$ cat src/rtl/cstrip_pkg.sv
// ----------------------------------------------------------------------------
// cstrip_pkg
// Shared constants and types for the comment stripper.
// ----------------------------------------------------------------------------
package cstrip_pkg;

    localparam int CHAR_BITS = 8;
    localparam int LINE_BITS = 32;

    localparam int IN_DATA_W  = ((CHAR_BITS + 7) / 8) * 8;
    localparam int OUT_DATA_W = ((CHAR_BITS + 2 + LINE_BITS + 7) / 8) * 8;
    localparam int OUT_PAD_W  = OUT_DATA_W - CHAR_BITS - 2 - LINE_BITS;

    localparam int FIFO_DEPTH = 4;
    localparam int PTR_W      = $clog2(FIFO_DEPTH);
    localparam int CNT_W      = $clog2(FIFO_DEPTH + 1);

    localparam logic [CHAR_BITS-1:0] C_NL    = CHAR_BITS'(10);
    localparam logic [CHAR_BITS-1:0] C_QUOTE = CHAR_BITS'(34);
    localparam logic [CHAR_BITS-1:0] C_SLASH = CHAR_BITS'(47);
    localparam logic [CHAR_BITS-1:0] C_STAR  = CHAR_BITS'(42);
    localparam logic [CHAR_BITS-1:0] C_SPACE = CHAR_BITS'(32);

    typedef enum logic [3:0] {
        MODE_NONE  = 4'b0001,
        MODE_LINE  = 4'b0010,
        MODE_BLOCK = 4'b0100,
        MODE_STR   = 4'b1000
    } mode_t;

    typedef enum logic [1:0] {
        ST_OK        = 2'd0,
        ST_OPEN_CMT  = 2'd1,
        ST_OPEN_STR  = 2'd2,
        ST_RSVD      = 2'd3
    } status_t;

    typedef struct packed {
        logic [CHAR_BITS-1:0] ch;
        logic                 valid;
        logic                 eot;
        logic [1:0]           status;
        logic [LINE_BITS-1:0] eline;
    } result_t;

endpackage

$ cat src/rtl/comment_stripper.sv
// ----------------------------------------------------------------------------
// comment_stripper
// Streaming C-style comment stripper with line tracking and end status.
// ----------------------------------------------------------------------------
// Input channel s_axis: one character per word, tlast marks the final
// character of a text. Output channel m_axis: zero to two words per input
// character (at least one for a final character); tuser high when tdata
// carries a character, tlast high on the closing word of a text, which also
// carries the status and the line where an open comment or string began.
// Each character is decoded in the cycle it is accepted and its words are
// written into a four-entry output queue, whose head drives m_axis
// combinationally. One character per cycle is taken while the queue has room
// for two words, so plain text flows at one word per cycle while the receiver
// is ready; a block-comment opener yields two words.
// When the receiver stalls the queue fills and s_axis_tready drops.
// Reset clears the decode state (line count back to 1) and empties the
// queue. After a final character the decode state returns to its reset value.
// ----------------------------------------------------------------------------
module comment_stripper
    import cstrip_pkg::*;
(
    input  logic                  clk,
    input  logic                  rst_n,
    input  logic                  s_axis_tvalid,
    output logic                  s_axis_tready,
    input  logic [IN_DATA_W-1:0]  s_axis_tdata,   // in_char
    input  logic                  s_axis_tlast,   // last_char
    output logic                  m_axis_tvalid,
    input  logic                  m_axis_tready,
    output logic [OUT_DATA_W-1:0] m_axis_tdata,   // out_char, status, error_line
    output logic                  m_axis_tuser,   // char_valid
    output logic                  m_axis_tlast    // end_of_text
);

    mode_t                mode_reg, mode_next;
    logic                 slash_reg, slash_next;
    logic                 star_reg, star_next;
    logic [LINE_BITS-1:0] line_reg, line_next;
    logic [LINE_BITS-1:0] start_reg, start_next;

    result_t              fifo_mem [FIFO_DEPTH];
    logic [PTR_W-1:0]     wr_ptr_reg, rd_ptr_reg;
    logic [CNT_W-1:0]     count_reg;

    logic [CHAR_BITS-1:0] c;
    logic                 last;
    logic                 accept, pop;
    logic [1:0]           n;
    result_t              r0, r1;
    logic [1:0]           st;
    logic [PTR_W-1:0]     wr_ptr_p1;

    assign c      = s_axis_tdata[CHAR_BITS-1:0];
    assign last   = s_axis_tlast;
    assign accept = s_axis_tvalid && s_axis_tready;
    assign pop    = m_axis_tvalid && m_axis_tready;
    assign s_axis_tready = (count_reg <= CNT_W'(FIFO_DEPTH - 2));

    always_comb
    begin
        logic plain;
        plain      = 1'b1;
        n          = 2'd0;
        r0         = '0;
        r1         = '0;
        st         = ST_OK;
        mode_next  = mode_reg;
        slash_next = slash_reg;
        star_next  = star_reg;
        start_next = start_reg;
        line_next  = (c == C_NL) ? line_reg + LINE_BITS'(1) : line_reg;

        case (mode_reg)
            MODE_NONE:
            begin
                if (slash_reg)
                begin
                    slash_next = 1'b0;
                    if (c == C_SLASH)
                    begin
                        mode_next = MODE_LINE;
                        plain     = 1'b0;
                    end
                    else if (c == C_STAR)
                    begin
                        mode_next  = MODE_BLOCK;
                        star_next  = 1'b0;
                        start_next = line_reg;
                        r0.ch      = C_SPACE;
                        r0.valid   = 1'b1;
                        r1.ch      = C_SPACE;
                        r1.valid   = 1'b1;
                        n          = 2'd2;
                        plain      = 1'b0;
                    end
                    else
                    begin
                        r0.ch    = C_SLASH;
                        r0.valid = 1'b1;
                        n        = 2'd1;
                    end
                end
                if (plain)
                begin
                    if (c == C_SLASH && !last)
                    begin
                        slash_next = 1'b1;
                    end
                    else
                    begin
                        if (c == C_QUOTE)
                        begin
                            mode_next  = MODE_STR;
                            start_next = line_reg;
                        end
                        if (n == 2'd0)
                        begin
                            r0.ch    = c;
                            r0.valid = 1'b1;
                        end
                        else
                        begin
                            r1.ch    = c;
                            r1.valid = 1'b1;
                        end
                        n = n + 2'd1;
                    end
                end
            end
            MODE_LINE:
            begin
                if (c == C_NL)
                begin
                    mode_next = MODE_NONE;
                    r0.ch     = c;
                    r0.valid  = 1'b1;
                    n         = 2'd1;
                end
            end
            MODE_BLOCK:
            begin
                r0.valid = 1'b1;
                n        = 2'd1;
                if (c == C_NL)
                begin
                    star_next = 1'b0;
                    r0.ch     = c;
                end
                else if (c == C_SLASH && star_reg)
                begin
                    mode_next = MODE_NONE;
                    star_next = 1'b0;
                    r0.ch     = C_SPACE;
                end
                else
                begin
                    star_next = (c == C_STAR);
                    r0.ch     = C_SPACE;
                end
            end
            MODE_STR:
            begin
                if (c == C_QUOTE)
                begin
                    mode_next = MODE_NONE;
                end
                r0.ch    = c;
                r0.valid = 1'b1;
                n        = 2'd1;
            end
            default:
            begin
                mode_next = MODE_NONE;
            end
        endcase

        if (last)
        begin
            if (mode_next == MODE_BLOCK)
            begin
                st = ST_OPEN_CMT;
            end
            else if (mode_next == MODE_STR)
            begin
                st = ST_OPEN_STR;
            end
            if (n == 2'd0)
            begin
                n = 2'd1;
            end
            if (n == 2'd1)
            begin
                r0.eot    = 1'b1;
                r0.status = st;
                r0.eline  = (st != ST_OK) ? start_next : '0;
            end
            else
            begin
                r1.eot    = 1'b1;
                r1.status = st;
                r1.eline  = (st != ST_OK) ? start_next : '0;
            end
            mode_next  = MODE_NONE;
            slash_next = 1'b0;
            star_next  = 1'b0;
            line_next  = LINE_BITS'(1);
            start_next = '0;
        end
    end

    always_ff @(posedge clk or negedge rst_n)
    begin
        if (!rst_n)
        begin
            mode_reg  <= MODE_NONE;
            slash_reg <= 1'b0;
            star_reg  <= 1'b0;
            line_reg  <= LINE_BITS'(1);
            start_reg <= '0;
        end
        else if (accept)
        begin
            mode_reg  <= mode_next;
            slash_reg <= slash_next;
            star_reg  <= star_next;
            line_reg  <= line_next;
            start_reg <= start_next;
        end
    end

    // output queue
    assign wr_ptr_p1 = wr_ptr_reg + PTR_W'(1);

    always_ff @(posedge clk)
    begin
        if (accept)
        begin
            if (n != 2'd0)
            begin
                fifo_mem[wr_ptr_reg] <= r0;
            end
            if (n == 2'd2)
            begin
                fifo_mem[wr_ptr_p1] <= r1;
            end
        end
    end

    always_ff @(posedge clk or negedge rst_n)
    begin
        if (!rst_n)
        begin
            wr_ptr_reg <= '0;
            rd_ptr_reg <= '0;
            count_reg  <= '0;
        end
        else
        begin
            if (accept)
            begin
                wr_ptr_reg <= wr_ptr_reg + PTR_W'(n);
            end
            if (pop)
            begin
                rd_ptr_reg <= rd_ptr_reg + PTR_W'(1);
            end
            count_reg <= count_reg + (accept ? CNT_W'(n) : CNT_W'(0))
                         - (pop ? CNT_W'(1) : CNT_W'(0));
        end
    end

    result_t head;
    assign head          = fifo_mem[rd_ptr_reg];
    assign m_axis_tvalid = (count_reg != '0);
    assign m_axis_tdata  = {OUT_PAD_W'(0), head.eline, head.status, head.ch};
    assign m_axis_tuser  = head.valid;
    assign m_axis_tlast  = head.eot;

    a_count_bound: assert property (@(posedge clk) disable iff (!rst_n)
        count_reg <= CNT_W'(FIFO_DEPTH))
        else $error("output queue count out of range");

    a_final_returns_reset: assert property (@(posedge clk) disable iff (!rst_n)
        accept && last |=> mode_reg == MODE_NONE && !slash_reg
                           && line_reg == LINE_BITS'(1))
        else $error("state not cleared after final character");

    a_final_gives_word: assert property (@(posedge clk) disable iff (!rst_n)
        accept && last |-> n != 2'd0)
        else $error("final character produced no word");

    a_slash_only_outside: assert property (@(posedge clk) disable iff (!rst_n)
        slash_reg |-> mode_reg == MODE_NONE)
        else $error("held slash outside plain text");

    a_ready_room: assert property (@(posedge clk) disable iff (!rst_n)
        s_axis_tready |-> count_reg <= CNT_W'(FIFO_DEPTH - 2))
        else $error("input taken without room for two words");

endmodule

$ cat config.mk
export PLATFORM = sky130hd
export DESIGN_NAME = comment_stripper
export DESIGN_NICKNAME = d
export VERILOG_FILES = /design/src/rtl/cstrip_pkg.sv /design/src/rtl/comment_stripper.sv
export SDC_FILE = /design/constraint.sdc
export NUM_CORES = 1
export LEC_CHECK = 0
export ABC_AREA = 1
export BUFFER_PORTS_ARGS = -buffer_cell sky130_fd_sc_hd__buf_2
export CAP_MARGIN = 20
export CORE_AREA = 4 4 215 217
export DETAILED_ROUTE_END_ITERATION = 7
export DIE_AREA = 0 0 219 221
export PLACE_DENSITY = 0.46
export SETUP_SLACK_MARGIN = 0.2
export SLEW_MARGIN = 20
export SYNTH_ARGS = -nofsm -noshare
export SYNTH_HDL_FRONTEND = slang
export SYNTH_SLANG_ARGS = --single-unit
$ cat constraint.sdc
create_clock -name clk -period 6.2 [get_ports clk]
set_input_delay 1.86 -clock clk [delete_from_list [all_inputs] [get_ports clk]]
set_output_delay 1.86 -clock clk [all_outputs]
set_load 0.05 [all_outputs]
* After elaboration in Yosys (flattened, before gate mapping)
Memories as Yosys holds them, arrays and structs flattened.
Cells that the tools add are included.
** Storage, ports and cells
- Word-level logic and storage cells :: 129
- Memories :: 1
- Register bits after elaboration :: 77
- RAM bits :: 176
- Input port bits :: 13
- Output and inout port bits :: 52
** Operators by class
- Add/sub/neg operators :: 7
- Eq/ne operators :: 15
- Magnitude comparators :: 1
- Multiplexer cells :: 80
- Reduce and logical (&&, ||, !) cells :: 17
** Memories
- fifo_mem :: words 4, width 44, read ports 1, clocked after Yosys merged registers in 0, wr ports 2, line comment_stripper.sv:41 : result_t fifo_mem [FIFO_DEPTH];
** Operators with widths (count)
- two-way mux 32 bit :: 11
- two-way mux 35 bit :: 4
- two-way mux 9 bit :: 8
- two-way mux 4 bit :: 11
- one-hot mux 9 bit (4 select lines) :: 1
- two-way mux 7 bit :: 5
- adder 32 x 1 -> 32 bit, second input constant :: 1
- two-way mux 2 bit :: 13
- equality test 8 x 6 -> 1 bit, second input constant :: 3
- two-way mux 1 bit :: 22
- one-hot mux 4 bit (4 select lines) :: 1
- inequality test 3 bit, second input constant :: 3
- equality test 4 x 3 -> 1 bit, second input constant :: 2
- equality test 4 bit, second input constant :: 2
- equality test 8 x 4 -> 1 bit, second input constant :: 1
- two-way mux 8 bit :: 1
- nonzero test 2 bit :: 4
- adder 2 x 1 -> 2 bit, second input constant :: 3
- one-hot mux 2 bit (3 select lines) :: 1
- nonzero test 3 bit :: 2
- two-way mux 5 bit :: 1
- AND reduction 5 bit :: 1
- equality test 4 x 1 -> 1 bit, second input constant :: 1
- equality test 4 x 2 -> 1 bit, second input constant :: 1
- 12 further kinds :: 17

* Logic depth before layout (Yosys ltp)
Gate-level depths: netlist (run 1).
- Word-level depth :: 17
- Depth in mapped cells :: 20
- Mapped depth without buffers :: 20

* Least setup slack after synthesis (run 1)
No wires, ideal clock.
- Kind :: input to register
- Start :: input s_axis_tdata[6]
- End :: memory fifo_mem[3][0] (netlist name), enable pin
- Arrival :: 6234 ps
- Setup slack :: -541 ps
- Stages on the path :: 13
- Path buffers :: 0
- Path through :: inv_1 -> nand2_1 -> nor2_4 -> nand2_2 -> inv_1 -> nand2_1 -> ha_1 -> nand2_1 -> nand2_1 -> nand2_1 -> nand3_1 -> nand2_1 -> o21ai_0
** RTL lines
- start: declaration :: line comment_stripper.sv:26 : input logic [IN_DATA_W-1:0] s_axis_tdata,
- end: declaration :: line comment_stripper.sv:41

* Worst setup path after layout (run 1)
- Start :: register rd_ptr_reg[0]
- End :: output m_axis_tdata[8]
** Between the ends
- Word-level cells in the longest chain between the ends :: 1
** RTL lines
- start: declaration :: line comment_stripper.sv:42 : logic [PTR_W-1:0] wr_ptr_reg, rd_ptr_reg;
- start signal: assignment :: line comment_stripper.sv:265 : rd_ptr_reg <= rd_ptr_reg + PTR_W'(1);
- memory (4 x 44 bit)
- end: declaration :: line comment_stripper.sv:30 : output logic [OUT_DATA_W-1:0] m_axis_tdata,
No other way between the ends.

==> key figures, run 1 <==
Pwr
  – Peak VDD IR: approximately 0.29 mV
  – Leak Pwr: around 0.0060 µW
  – Pwr/cell area: a little under 500 mW/mm²

Logic synthesis
  – Post-synthesis sequential area ratio: approximately 55%
  – Syn Inst Count: roughly 1500
  – Register bit total from synthesis: between 200 and 300
  – Synthesized cell area: roughly 0.013 mm²
  – Syn_area_per_cell: between 8 and 9 µm²
  – Count of cell types in the netlist: 47
  – YS warnings: 0

STA
  – Worst-Margin Slew: a little over 1 ns
  – Max Clk Rate: roughly 0.22 GHz
  – Fin crit period: 4.53 ns
  – Max_slew headroom: roughly 32%
  – Layout Skew: 0.00758 ns
  – RSZ-0062 raised after global routing: false
  – Max Transition Viols Final: 0
  – Setup violators final: 0
  – Fin crit share: between 70% and 80%
  – Hold Fails Final Rpt: 0
  – TNS Setup: 0 ns

Global route
  – Pin count of the biggest net entering global routing: between 90 and 100
  – First-pass GRT wire length: about 60000 µm
  – Tot GR Track Use: approximately 16%
  – Initial antenna violation count: 0
  – Vias in the first global route: approximately 10000
  – GR Overflow Total: 0

Detailed routing
  – Top sig layer: met4
  – Routed wl met3: roughly 2000 µm
  – Iter 0 DRT Violations: 750
  – Detailed Route WL: between 30000 and 40000 µm
  – DRT met1 WL: between 15000 and 20000 µm
  – Drt first pass iters: 7
  – Drc violations: 0
  – Routed via count: roughly 10000
  – Met2 wire length: between 15000 and 20000 µm
  – WL/cell: around 18 µm
  – Vias per cell: around 4.8
  – Final ANT Viol Nets: 0

Floorplan
  – Initial Util: roughly 30%
  – Die Area: about 0.048 mm²
  – Rows: a little under 80
  – Core Area: 0.0441 mm²
  – I/O Pins: between 60 and 70
  – DIE HEIGHT: ~220 µm
  – Die width: ~220 µm

Layout
  – Largest register FFs: about 180
  – Post-route cell area: 0.0150 mm²
  – Share of cells above drive strength 1: approximately an eighth
  – Layout net count: between 1500 and 2000
  – Fill cells: 4646
  – Fin util: 33.9%
  – # diodes: 0
  – Area growth, synth to finish: 13.5%

Flow run
  – Max cap viols: 0

Worst setup path
  – CP startpoint kind: flip-flop
  – CP arrival: around 2.7 ns
  – Crit end category: primary output
  – Worst endpoint required time: roughly 4.3 ns
  – R2R setup slack: 2.61 ns
  – Max FO, Critical Path: 90
  – Critical path type: flip-flop to primary output

Clocking
  – Clock slew at reported path FFs: about 0.06 ns
  – Post-CTS Hold Buffers: 0
  – Root Driver: clkbuf_16
  – Clock sink count: 253
  – Clk Latency, worst-skew pair: ~0.55 ns
  – CTS buffer count: 28
  – Maximum buffer depth of the clock tree: 3
  – Post-CTS Setup Repair Bufs: 0
  – Post-cts resize count: 0
  – CTS tree: yes
  – Htree depth: 1

Run status
  – Status: complete, no violations

Place
  – DP HPWL: 25000 µm
  – Routability cong.: between 0.8 and 0.9
  – I/O Buffers: 58
  – Area after DPL: between 0.01 and 0.015 mm²

Worst hold path
  – Hold/Removal Path Class: flip-flop to flip-flop
==> final cells by class <==
type / instances / area, µm² / area share [%]
clock buffers: 37 / 766 / 5.12
clock inverters: 15 / 225 / 1.51
inverters: 148 / 558 / 3.73
flip-flops and latches: 253 / 7220 / 48.2
repair buffers: 75 / 449 / 3.00
well taps: 592 / 741 / 4.95
multi-input cells: 1034 / 5010 / 33.5
==> worst max-delay path: stages, from the launching register on <==
cell and delay [ns]:
dfrtp_2 0.36, buf_4 0.74, o21ai_0 0.21, o22ai_1 0.44
buf_2 0.36
==> final timing paths <==
check,cells past startpoint,endpoint,from
max in group asynchronous,2,line_reg[0]$_DFFE_PN1P_,rst_n
min,2,star_reg$_DFFE_PN0P_,star_reg$_DFFE_PN0P_
max,4,m_axis_tdata[8],rd_ptr_reg[0]$_DFFE_PN0P_
max reg2reg,9,fifo_mem[1][20]$_DFFE_PP_,mode_reg[0]$_DFFE_PN1P_
min reg2reg,2,star_reg$_DFFE_PN0P_,star_reg$_DFFE_PN0P_
min in group asynchronous,1,start_reg[19]$_DFFE_PN0P_,rst_n
==> layout by cell type, fill, tap and decap left out, drive strengths merged <==
master    count
a21boi        1
a21oi        15
a22oi         1
a31oi         1
and2          1
buf          75
bufinv        6
clkbuf       37
clkinv       11
clkinvlp      1
conb          6
dfrtp        75
dfstp         2
edfxtp      176
fa            1
ha            6
inv         145
nand2       297
nand3       124
nand3b        5
nand4        19
nor2        297
nor3         27
nor3b         1
o2111ai       2
o211a         1
o211ai        2
o21ai       124
o22ai        78
o31ai         6
o41ai         1
or2           1
xnor2         1
xor2         16
==> cell families (layout without fill, tap and decap cells) <==
| group | Yosys count | after routing | synth area share [%] |
|---|---|---|---|
| simple gates | 772 | 772 | 25.8 |
| flops | 253 | 253 | 54.7 |
| buf+inv | 231 | 275 | 7.67 |
| other cells | 1 | 6 | 0.0284 |
| fa+ha+maj | 7 | 7 | 0.721 |
| compound gates | 232 | 232 | 9.94 |
| xor+xnor | 17 | 17 | 1.13 |
==> through the flow <==
| step | std cells | setup WS (ns) | power [µW] | hold slack [ns] |
|---|---|---|---|---|
| floorplan | 1518 | 0.649 | 4570 | 0.453 |
| detailed placement | 2102 | 1.18 | 5430 | 0.483 |
| global route | 2154 | 1.44 | 7610 | 0.543 |
| CTS | 2154 | 1.51 | 7260 | 0.500 |
| global placement | 2101 | 1.24 | 5410 | 0.479 |
| finish | 2154 | 1.67 | 7180 | 0.495 |
==> cells in the mapped netlist, drive strengths merged <==
cell type | number | area share [%]
xnor2 | 1 | 0.066
a21boi | 1 | 0.057
nor3 | 27 | 1.1
inv | 145 | 4.1
and2 | 1 | 0.047
o2111ai | 2 | 0.13
nand2 | 297 | 8.8
buf | 35 | 2.1
a31oi | 1 | 0.047
a22oi | 1 | 0.095
clkinv | 3 | 0.095
dfrtp | 75 | 14
nand3 | 124 | 4.9
a21oi | 15 | 0.57
nor3b | 1 | 0.057
o211ai | 2 | 0.11
nand4 | 19 | 1.1
nand3b | 5 | 0.28
dfstp | 2 | 0.40
clkbuf | 48 | 1.4
o41ai | 1 | 0.066
o21ai | 124 | 4.7
fa | 1 | 0.15
conb | 1 | 0.028
o211a | 1 | 0.076
xor2 | 16 | 1.1
o31ai | 6 | 0.34
edfxtp | 176 | 40
ha | 6 | 0.57
nor2 | 297 | 9.5
or2 | 1 | 0.047
o22ai | 78 | 3.7
==> power by group <==
group	internal [µW]	switching, µW
registers	2170	121
logic	683	2400
clock network	1110	698
total	3970	3210
==> per-layer routing <==
metal | up-vias | track usage, %
met5 | - | 0
met3 | 54 | 2.39
met4 | 0 | 4.18
li1 | 5118 | -
met2 | 247 | 24.2
met1 | 5007 | 23.6
No activity file was read; power rests on OpenSTA's default activity.
==> run 2, diff against run 1 <==
==> constraint.sdc (replaced) <==
create_clock -name clk -period 4.6 [get_ports clk]
set_input_delay 1.38 -clock clk [delete_from_list [all_inputs] [get_ports clk]]
set_output_delay 1.38 -clock clk [all_outputs]
set_load 0.05 [all_outputs]
==> run 2 against run 1 <==
Sequential cell count stayed put. Total power rose by 36%. Global-route usage shrank 0.14 points.
==> key figures, run 2 (synthesized netlist as in run 1, its figures left out) <==
Detailed routing
  – Drc violations: 0
  – Detailed Route WL: approximately 38000 µm
  – Drt first pass iters: 5
  – WL/cell: around 18 µm
  – Iter 0 DRT Violations: 731
  – Final ANT Viol Nets: 0
  – Vias per cell: around 4.8
  – Routed via count: 10400

Pwr
  – Peak VDD IR: ~0.34 mV
  – Reg power frac: 31.7%
  – P_sw: 4350 µW
  – Comb power frac: between 40% and 50%
  – Pwr/cell area: between 600 and 700 mW/mm²
  – Clk pwr share: 25.4%
  – Design Power: slightly below 10000 µW
  – P_int: 5390 µW
  – Switch share: 44.7%
  – Leak Pwr: between 0.006 and 0.007 µW

Worst setup path
  – Worst endpoint required time: 3.22 ns
  – Worst r2r src: mode_reg[0]$_DFFE_PN1P_
  – Worst setup startpoint: rd_ptr_reg[0]$_DFFE_PN0P_
  – Critical path type: flip-flop to primary output
  – CP startpoint kind: flip-flop
  – Crit end category: primary output
  – Max FO, Critical Path: 90
  – CP arrival: around 2.6 ns

Worst hold path
  – Hold Path Origin: star_reg$_DFFE_PN0P_
  – Hold/Removal Path Class: flip-flop to flip-flop

Layout
  – Register cell area after layout: a little over 0.007 mm²
  – Most frequent cells in the layout: nand2_1 (283), nor2_1 (254), edfxtp_1 (176)
  – Layout net count: around 1600
  – Largest register FFs: between 150 and 200
  – Most common cell after layout, fill and taps aside: nand2_1
  – Area growth, synth to finish: 14.6%
  – # diodes: 0
  – Fill cells: about 4700
  – Multi-input gate area: 0.00500 mm²
  – Share of cells above drive strength 1: a little over an eighth

Global route
  – Vias in the first global route: 10300
  – Met2 Use GR: ~25%
  – Met3 usage: ~2.0%
  – Met1 Use GR: around a quarter
  – Tot GR Track Use: 15.7%
  – Pin count of the biggest net entering global routing: 91
  – GR peak layer: met2
  – Initial antenna violation count: 1
  – First-pass GRT wire length: approximately 61000 µm
  – GR Overflow Total: 0

Place
  – DP HPWL: 25300 µm
  – Routability cong.: between 0.8 and 0.9
  – I/O Buffers: 58

Clocking
  – CTS tree: yes
  – Post-CTS Setup Repair Bufs: 0
  – Htree depth: 1
  – CTS buffer count: 30
  – Post-cts resize count: 0
  – Clk Latency, worst-skew pair: around 0.56 ns
  – Maximum buffer depth of the clock tree: 3
  – Clock sink count: between 200 and 300
  – Clock slew at reported path FFs: about 0.06 ns
  – Root Driver: clkbuf_16
  – Post-CTS Hold Buffers: 0

Floorplan
  – Core Area: approximately 0.044 mm²
  – Die Area: ~0.048 mm²
  – Initial Util: 29.9%
  – Die width: between 200 and 250 µm
  – Rows: a little under 80
  – I/O Pins: 65
  – DIE HEIGHT: 221 µm

STA
  – Hold Fails Final Rpt: 0
  – Layout Skew: a little under 0.009 ns
  – Fin crit share: a little under nine tenths
  – Fin crit period: 3.96 ns
  – Max_slew headroom: 28.6%
  – Worst-Margin Slew: 1.07 ns
  – Max Transition Viols Final: 0
  – TNS Setup: 0 ns
  – WHS: 0.487 ns
  – Max Clk Rate: between 0.2 and 0.3 GHz
  – Setup violators final: 0
  – RSZ-0062 raised after global routing: false

Flow run
  – Max cap viols: 0

Run status
  – Status: complete, no violations
[run 2: changes by cell type in the layout (fill, tap and decap cells not counted), moves of 3 or more]
cell      change
buf_4         +8
buf_12        +4
clkinv_1      +4
clkinv_2      -3
[run 2: path summary, 6_finish.rpt]
kind                                             end  slack (ns)  cells after the start
hold reg to reg                 star_reg$_DFFE_PN0P_        0.49                      2
max in group asynchronous    line_reg[0]$_DFFE_PN1P_        2.85                      2
setup reg to reg           fifo_mem[0][19]$_DFFE_PP_        1.55                      9
setup / recovery                     m_axis_tdata[8]        0.64                      4
hold / removal                  star_reg$_DFFE_PN0P_        0.49                      2
min in group asynchronous  start_reg[19]$_DFFE_PN0P_        0.84                      1
[run 2: power by group through the flow]
stage               Sequential (µW)  Combinational [µW]  Clock, µW
floorplan                      3100                3060          0
global placement               3130                4230          0
detailed placement             3140                4240          0
CTS                            3090                4250       2530
global route                   3130                4590       2620
finish                         3090                4180       2470
[run 2: per-layer routing]
metal / part of all wire [%] / wire length, µm
met1: 49 / 19000
met4: 1.4 / 522
met2: 44 / 17100
met5: 0.034 / 13
met3: 4.8 / 1830
[run 2: stage by stage]
step | worst slack, ns | instances | area, µm² | util, %
floorplan | 0.365 | 1518 | 13200 | -
global placement | 0.281 | 2113 | 14100 | 31.9
detailed placement | 0.236 | 2113 | 14100 | 31.9
CTS | 0.579 | 2168 | 15100 | 34.2
global route | 0.483 | 2168 | 15100 | 34.2
finish | 0.639 | 2168 | 15100 | 34.2
[run 2: worst max-delay path: stages (launching register included)]
cell and delay, ns:
dfrtp_2 0.36, buf_4 0.74, o21ai_0 0.20, o22ai_1 0.38, buf_2 0.35
[run 2: final cells by class]
cell class,instances,share of cell area (%)
clock buffer,36,5.26
clock inverter,19,1.48
inverter,148,3.68
multi-input combinational,1034,33.1
sequential,253,47.8
tap,592,4.90
timing repair buffer,86,3.83
==> run 3, diff against run 2 <==
--- a/config.mk
+++ b/config.mk
@@ -8,10 +8,12 @@
 export ABC_AREA = 1
 export BUFFER_PORTS_ARGS = -buffer_cell sky130_fd_sc_hd__buf_2
 export CAP_MARGIN = 20
+export CELL_PAD_IN_SITES_DETAIL_PLACEMENT = 2
+export CELL_PAD_IN_SITES_GLOBAL_PLACEMENT = 2
 export CORE_AREA = 4 4 215 217
 export DETAILED_ROUTE_END_ITERATION = 7
 export DIE_AREA = 0 0 219 221
-export PLACE_DENSITY = 0.46
+export PLACE_DENSITY = 0.65
 export SETUP_SLACK_MARGIN = 0.2
 export SLEW_MARGIN = 20
 export SYNTH_ARGS = -nofsm -noshare
==> run 3 against run 2 <==
Clock skew up 0.0061 ns. Sequential power about the same. Final cell count up 0.46%. Fmax down 1.2%. Hold slack better by 0.014 ns. Combinational power up 4%. Core utilization down 0.16 points. Sequential share of layout area up 0.23 points.
==> key figures, run 3 (synthesized netlist as in run 1, its figures left out) <==
Run status
  – Status: complete, no violations

Worst setup path
  – Critical Path, Cell by Cell: buf_4 > o21ai_0 > o22ai_1 > buf_2
  – Critical path type: flip-flop to primary output
  – CP startpoint kind: flip-flop
  – CP arrival: 2.63 ns
  – Crit end category: primary output
  – Slowest stage delay, CP: 0.74 ns
  – Max FO, Critical Path: 90
  – CP max-delay cell: buf_4
  – Delay-heaviest family, CP: buffers and inverters
  – Crit path depth: 4
  – Worst endpoint required time: between 3 and 4 ns
  – CP Buf/Inv Count: 2
  – Reg2reg path depth: 8

Floorplan
  – I/O Pins: 65
  – DIE HEIGHT: about 220 µm
  – Rows: 77
  – Die width: 219 µm
  – Core Area: approximately 0.044 mm²
  – Initial Util: approximately 30%
  – Die Area: 0.0484 mm²

Layout
  – # diodes: 0
  – Most common cell after layout, fill and taps aside: nand2_1
  – Share of cells above drive strength 1: between 10% and 20%
  – Fill cells: about 5000
  – Non-filler cells, final: 2178
  – Fin util: about a third
  – Area growth, synth to finish: 14.1%
  – Layout net count: approximately 1600
  – Post-route cell area: approximately 0.015 mm²
  – Largest register FFs: roughly 180
  – Most frequent cells in the layout: nand2_1 (283), nor2_1 (253), edfxtp_1 (176)

Detailed routing
  – Detailed Route WL: about 45000 µm
  – Vias per cell: 5.00
  – Routed via count: 10900
  – Drc violations: 0
  – Drt first pass iters: 4
  – WL/cell: 20.6 µm
  – Final ANT Viol Nets: 0
  – Iter 0 DRT Violations: around 600

Pwr
  – Pwr/cell area: about 640 mW/mm²
  – Peak VDD IR: between 0.2 and 0.3 mV
  – Leak Pwr: approximately 0.0061 µW

Place
  – Routability cong.: 0.836
  – Post-Place Cells: around 2100
  – Area after DPL: around 0.014 mm²
  – I/O Buffers: 58
  – DP HPWL: ~30000 µm

STA
  – Fin crit share: between 80 and 90%
  – Max_slew headroom: roughly 36%
  – Max Clk Rate: about 0.25 GHz
  – Layout Skew: about 0.015 ns
  – Setup violators final: 0
  – RSZ-0062 raised after global routing: false
  – Max Transition Viols Final: 0
  – Hold Fails Final Rpt: 0
  – TNS Setup: 0 ns
  – Fin crit period: around 4 ns
  – Worst-Margin Slew: ~0.96 ns

Worst hold path
  – Worst hold path cell count: 2
  – Hold/Removal Path Class: flip-flop to flip-flop

Clocking
  – Post-CTS Setup Repair Bufs: 0
  – Root Driver: clkbuf_16
  – Post-cts resize count: 0
  – Clk Latency, worst-skew pair: 0.56 ns
  – CTS buffer count: 29
  – Maximum buffer depth of the clock tree: 3
  – CTS tree: yes
  – Clock slew at reported path FFs: 0.06 ns
  – Clock sink count: approximately 250
  – Post-CTS Hold Buffers: 0
  – Htree depth: 1

Global route
  – GR Overflow Total: 0
  – Tot GR Track Use: 18.2%
  – First-pass GRT wire length: ~70000 µm
  – Initial antenna violation count: 0
  – Vias in the first global route: ~12000
  – Pin count of the biggest net entering global routing: 91

Flow run
  – Max cap viols: 0
[run 3: cell count changes in the layout (fill, tap and decap cells not counted), sizes merged]
cell | before | now
buf | 86 | 97
clkinvlp | 3 | 0
clkbuf | 36 | 40
clkinv | 12 | 13
bufinv | 5 | 2
[run 3: path summary, 6_finish.rpt]
path | slack (ns) | endpoint | from
worst max register to register | 1.44 | fifo_mem[3][14]$_DFFE_PP_ | mode_reg[0]$_DFFE_PN1P_
worst min-delay path | 0.50 | star_reg$_DFFE_PN0P_ | star_reg$_DFFE_PN0P_
worst max-delay path | 0.59 | m_axis_tdata[8] | rd_ptr_reg[0]$_DFFE_PN0P_
min in group asynchronous | 0.90 | start_reg[19]$_DFFE_PN0P_ | rst_n
max in group asynchronous | 2.83 | mode_reg[0]$_DFFE_PN1P_ | rst_n
worst min register to register | 0.50 | star_reg$_DFFE_PN0P_ | star_reg$_DFFE_PN0P_
[run 3: layout make-up]
class	instances	area, µm²	area share, %
sequential	253	7220	48.0
tap	592	741	4.93
clock buffer	40	767	5.10
inverter	148	557	3.70
clock inverter	14	119	0.790
timing repair buffer	97	636	4.23
multi-input combinational	1034	5000	33.3
[run 3: power breakdown]
part / internal, µW / switching [µW]
Sequential: 2930 / 173
Clock: 1270 / 946
Combinational: 972 / 3360
[run 3: worst min-delay path, delay by kind of cell (launching register included)]
kind               cells  cell delay (ns)
AOI/OAI and AO/OA      1             0.06
DFF                    1             0.35
and+or+nand+nor        1             0.06
[run 3: per-stage QoR]
step / worst slack (ns) / power [µW] / hold slack [ns]
2_1_floorplan: 0.365 / 6150 / 0.453
3_3_place_gp: 0.265 / 7400 / 0.475
3_5_place_dp: 0.109 / 7530 / 0.488
4_1_cts: 0.521 / 9790 / 0.502
5_1_grt: 0.394 / 10200 / 0.525
6_report: 0.591 / 9650 / 0.501
[run 3: routing by layer]
layer | vias up | track usage (%) | wire (µm)
met5 | - | 0 | 0
met4 | 0 | 3.45 | 626
met3 | 38 | 2.03 | 1370
met2 | 139 | 30.2 | 21000
met1 | 5540 | 25.9 | 21900
li1 | 5165 | - | -
